<file path="config.mk">
export PLATFORM = sky130hd
export DESIGN_NAME = lca_ram
export DESIGN_NICKNAME = d
export VERILOG_FILES = /design/src/design/lca_ram.sv
export SDC_FILE = /design/constraint.sdc
export NUM_CORES = 1
export LEC_CHECK = 0
export ABC_CLOCK_PERIOD_IN_PS = 2200
export BUFFER_PORTS_ARGS = -buffer_cell sky130_fd_sc_hd__buf_2
export CORE_ASPECT_RATIO = 1.75
export CORE_MARGIN = 4
export CORE_UTILIZATION = 63
export CTS_BUF_LIST = sky130_fd_sc_hd__clkbuf_4 sky130_fd_sc_hd__clkbuf_8
export DETAILED_ROUTE_END_ITERATION = 16
export GPL_ROUTABILITY_DRIVEN = 0
export PLACE_DENSITY = 0.83
export SYNTH_ARGS = -nofsm -noshare
export SYNTH_HDL_FRONTEND = slang
export SYNTH_SLANG_ARGS = --single-unit
</file>
<file path="constraint.sdc">
create_clock -name clk -period 2.2 [get_ports clk]
set_clock_uncertainty 0.2 [all_clocks]
set_input_delay 0.11 -clock clk [delete_from_list [all_inputs] [get_ports clk]]
set_output_delay 0.11 -clock clk [all_outputs]
set_load 0.005 [all_outputs]
</file>
<file path="src/design/lca_ram.sv">
module lca_ram #(
	parameter int WIDTH = 8,
	parameter int DEPTH = 16,
	localparam int AW = (DEPTH > 1) ? $clog2(DEPTH) : 1
) (
	input  logic             clk,
	input  logic             we,
	input  logic [AW-1:0]    waddr,
	input  logic [WIDTH-1:0] wdata,
	input  logic [AW-1:0]    raddr,
	output logic [WIDTH-1:0] rdata
);

	logic [WIDTH-1:0] mem [DEPTH];

	always_ff @(posedge clk) begin
		if (we) begin
			mem[waddr] <= wdata;
		end
		rdata <= mem[raddr];
	end

endmodule

</file>
* Yosys cells after proc, flatten, opt, wreduce, memory -nomap -nowiden *
Memories as Yosys holds them, arrays and structs flattened. A register that Yosys moved wholly into a read port is not among the register bits.
Index checks and enable logic that the tools add are counted.

storage, ports and cells
  output and inout port bits = 8
  memories kept = 1
  input port bits = 18
  flip-flop bits (word level) = 0
  RAM bits = 128

memory list
  name  words  bits a word  read ports  clocked after Yosys merged registers in  wr ports  line  RTL
  mem   16     8            1           1                                        1         14    logic [WIDTH-1:0] mem [DEPTH];

operators by class
  muxes and demuxes = 2

operators by type and width
  operator  count
  $mux W1   2

* Longest topological paths before layout *
  depth after elaboration = 2
  mapped depth = 5
  gate-level depth less buffers = 3

* Worst setup path after synthesis *
OpenSTA, ideal clock, no wires.

  path kind = input-to-reg
  start point = input waddr[2]
  end point = memory mem[0][0] (enable)
  cell stages on the path = 2
  arrival time = 1.220 ns
  slack = 0.397 ns
  buffers on the path = 0
  data required time = 1.617 ns
  path through = or3b_2 > nor3_1

RTL lines
  element          line  RTL
  start, declared  8     input logic [AW-1:0] waddr,
  end, declared    14

No word-level cell before the write port.

==> qor.csv <==
stage,metric,value,unit
status,run_status,"finished, final reports clean",
global_route,track_usage,21.4,%
die,die_w,76.3,um
flow_run,drv_cap,0,
worst_setup_path,path_buf_inv,0,
global_route,grt_pass1_wl,14800,um
worst_setup_path,path_class,reg2reg,
clock_tree,cts_root_buf,clkbuf_8,
timing,tightest_slew,0.742,ns
synthesis,yosys_warnings,0,
synthesis,syn_avg_cell_area,22.5,um^2
route,post_drt_wl_per_cell,23.8,um
route,finalWirelength,9370,um
route,first_iter_violations,199,
route,dr.max_layer_used,met4,
global_route,antenna_found_initial,0,
worst_setup_path,crit_path_start_kind,flip-flop,
worst_setup_path,slowest_stage,mux4_1,
final_layout,nets,309,
power_and_ir_drop,power_density,884,nW/um^2
synthesis,synth-edff-count,128,
hold_path,min_from,waddr[0],
synthesis,async_reset_ff_share,0,%
worst_setup_path,rr_endpoint,rdata[3],
clock_tree,clock_latency,0.43,ns
power_and_ir_drop,p_leak,2.04,nW
worst_setup_path,r2r-start,mem[9][3],
synthesis,ys_seq_area_share,77.8,%
global_route,grt_pass1_vias,2632,
synthesis,synth_top_area_cell,edfxtp_1,
clock_tree,clk_pin_slew,0.07,ns
synthesis,ys_ff_latch,136,
timing,fin_crit_sh,70.7,%
timing,final.min_clock_period,1.56,ns
synthesis,ys_types,19,
clock_tree,cts_resized,0,
timing,fmax,643,MHz
die,ios,26,
die,core_area,7960,um^2
synthesis,synthCells,229,
timing,finalHoldViolCount,0,
power_and_ir_drop,peakVddDrop,0.000621,V
route,met3WireLength,438,um
route,ant_nets,0,
route,met1_length,3380,um
placed_design,post-dp-hpwl,6350,um
die,start_util,64.6,%
route,route.met2.wl,5380,um
worst_setup_path,worst-r2r-cell-count,3,
synthesis,synth_ff_type,edfxtp_1,
final_layout,final_layout_size_suffix_gt1_share,30.3,%
worst_setup_path,required,2.31,ns
worst_setup_path,endpoint,rdata[3],
die,rows,43,
clock_tree,clock_path_buffers,2,
clock_tree,cts_buffers,17,
synthesis,synth_area_leaders,"edfxtp_1 (75%), mux4_2 (7.9%), mux4_1 (7.1%)",
worst_setup_path,cp-startpoint,mem[9][3],
route,viasPerCell,6.25,
global_route,grt_overflow_total,0,
final_layout,final_core_util,75.2,%
final_layout,diodes,0,
final_layout,nFillCells,425,
worst_setup_path,reg2reg_slack,0.64,ns
worst_setup_path,max_stage_delay,0.54,ns
timing,setup_viol,0,
worst_setup_path,cp_max_fo,1,
worst_setup_path,crit_family,multiplexers,
synthesis,syn-num-nets,247,
global_route,grt_start_max_net_pins,33,
worst_setup_path,timing.critical_path.depth,3,
clock_tree,htreeDepth,4,
synthesis,synth.most_common_cell,edfxtp_1,
clock_tree,cts.sinks,136,
clock_tree,cts_tree,done,
clock_tree,cts_setup_buffers,0,
worst_setup_path,endpoint_kind,flip-flop,
timing,slew_headroom,50.4,%
synthesis,synthTopCellsByCount,"edfxtp_1 (128), mux4_2 (18), a22oi_1 (16)",
final_layout,syn_to_final_growth,16.3,%
synthesis,netlist_area,5150,um^2
timing,maxSlewViolCount,0,
die,chipHeight,128,um
route,firstDrtPassIters,4,
worst_setup_path,worstPathCellList,mux4_1 -> a22oi_1 -> nand2_1,
timing,finalSetupTns,0,ns
die,dieArea,9740,um^2
synthesis,netlist.area_leader.share,74.7,%
route,remaining_drc_errors,0,
worst_setup_path,critical_path_arrival,1.66,ns
placed_design,port_buffers,25,
hold_path,worstHoldPathCells,3,
route,vias,2462,
hold_path,min_path_type,in2reg,
timing,rsz0062_at_grt,no,
## layer usage
layer  global-route usage (%)  vias up
met5                        0        -
met2                     38.2       80
met1                     24.5     1267
met4                     8.75        0
li1                         -     1098
met3                     5.78       17
## worst min path at each step
| stage | to | slack (ns) |
|---|---|---|
| after floorplan | mem[0][0] | 0.009 |
| after global placement | mem[5][2] | 0.28 |
| after detailed placement | rdata[4] | 0.29 |
| after CTS | mem[4][0] | 0.005 |
| after global routing | mem[4][3] | 0.03 |
| final | mem[4][0] | 0.04 |
## registers in the layout, indices dropped and copies added (netlist names)
name and cells:
mem 128, rdata 8
## per-stage QoR
stage	hold WS, ns	std cells	setup WS [ns]	area [um^2]	total power, mW
floorplan	0.00887	229	0.397	5150	3.11
global placement	0.279	354	0.451	5490	3.22
detailed placement	0.291	354	0.427	5490	3.23
CTS	0.00515	394	0.637	5980	5.33
global route	0.0268	394	0.542	5980	5.47
finish	0.0368	394	0.645	5980	5.29
## cells by family after synthesis
| kind of cell | count (synthesis) | synth area share, % |
|---|---|---|
| DFF | 136 | 77.8 |
| and+or+nand+nor | 35 | 3.18 |
| muxes | 32 | 15.0 |
| AOI/OAI and AO/OA | 16 | 2.33 |
| buffers and inverters | 10 | 1.68 |
## worst min-delay path, stage by stage
cell and delay [ns]:
buf_2 0.14, nor3_1 0.08, buf_4 0.16
## area by class of cell
class                           instances  area [um^2]  share of cell area (%)
Sequential cell                       136         4000                    66.9
Clock buffer                           17          234                    3.91
Tap cell                               90          113                    1.88
Multi-Input combinational cell         83         1060                    17.7
Timing Repair Buffer                   53          393                    6.56
Clock inverter                         15          184                    3.07
## repair_timing
action / CTS / global route
endpoints found under the setup margin: 0 / 0
hold buffers: 8 / 0
hold endpoints to repair: 128 / 0
## where the power goes
group	switching (mW)	total, mW	leakage, nW	internal (mW)
Clock	0.890	2.10	0.198	1.21
Combinational	0.146	0.274	0.624	0.128
Sequential	0.0161	2.91	1.22	2.89
Total	1.05	5.29	2.04	4.24
## cell usage in the layout, fill, tap and decap left out, drive strengths merged, types with 4 or more instances in the layout
master and count:
nor2 13, buf 45, bufinv 4, nand2 9, a22oi 16, nor3 4, dlygate4sd3 8, clkinv 7
clkinvlp 4, edfxtp 128, dfxtp 8, mux4 32, clkbuf 17
Power figures use the tool's default switching activity.
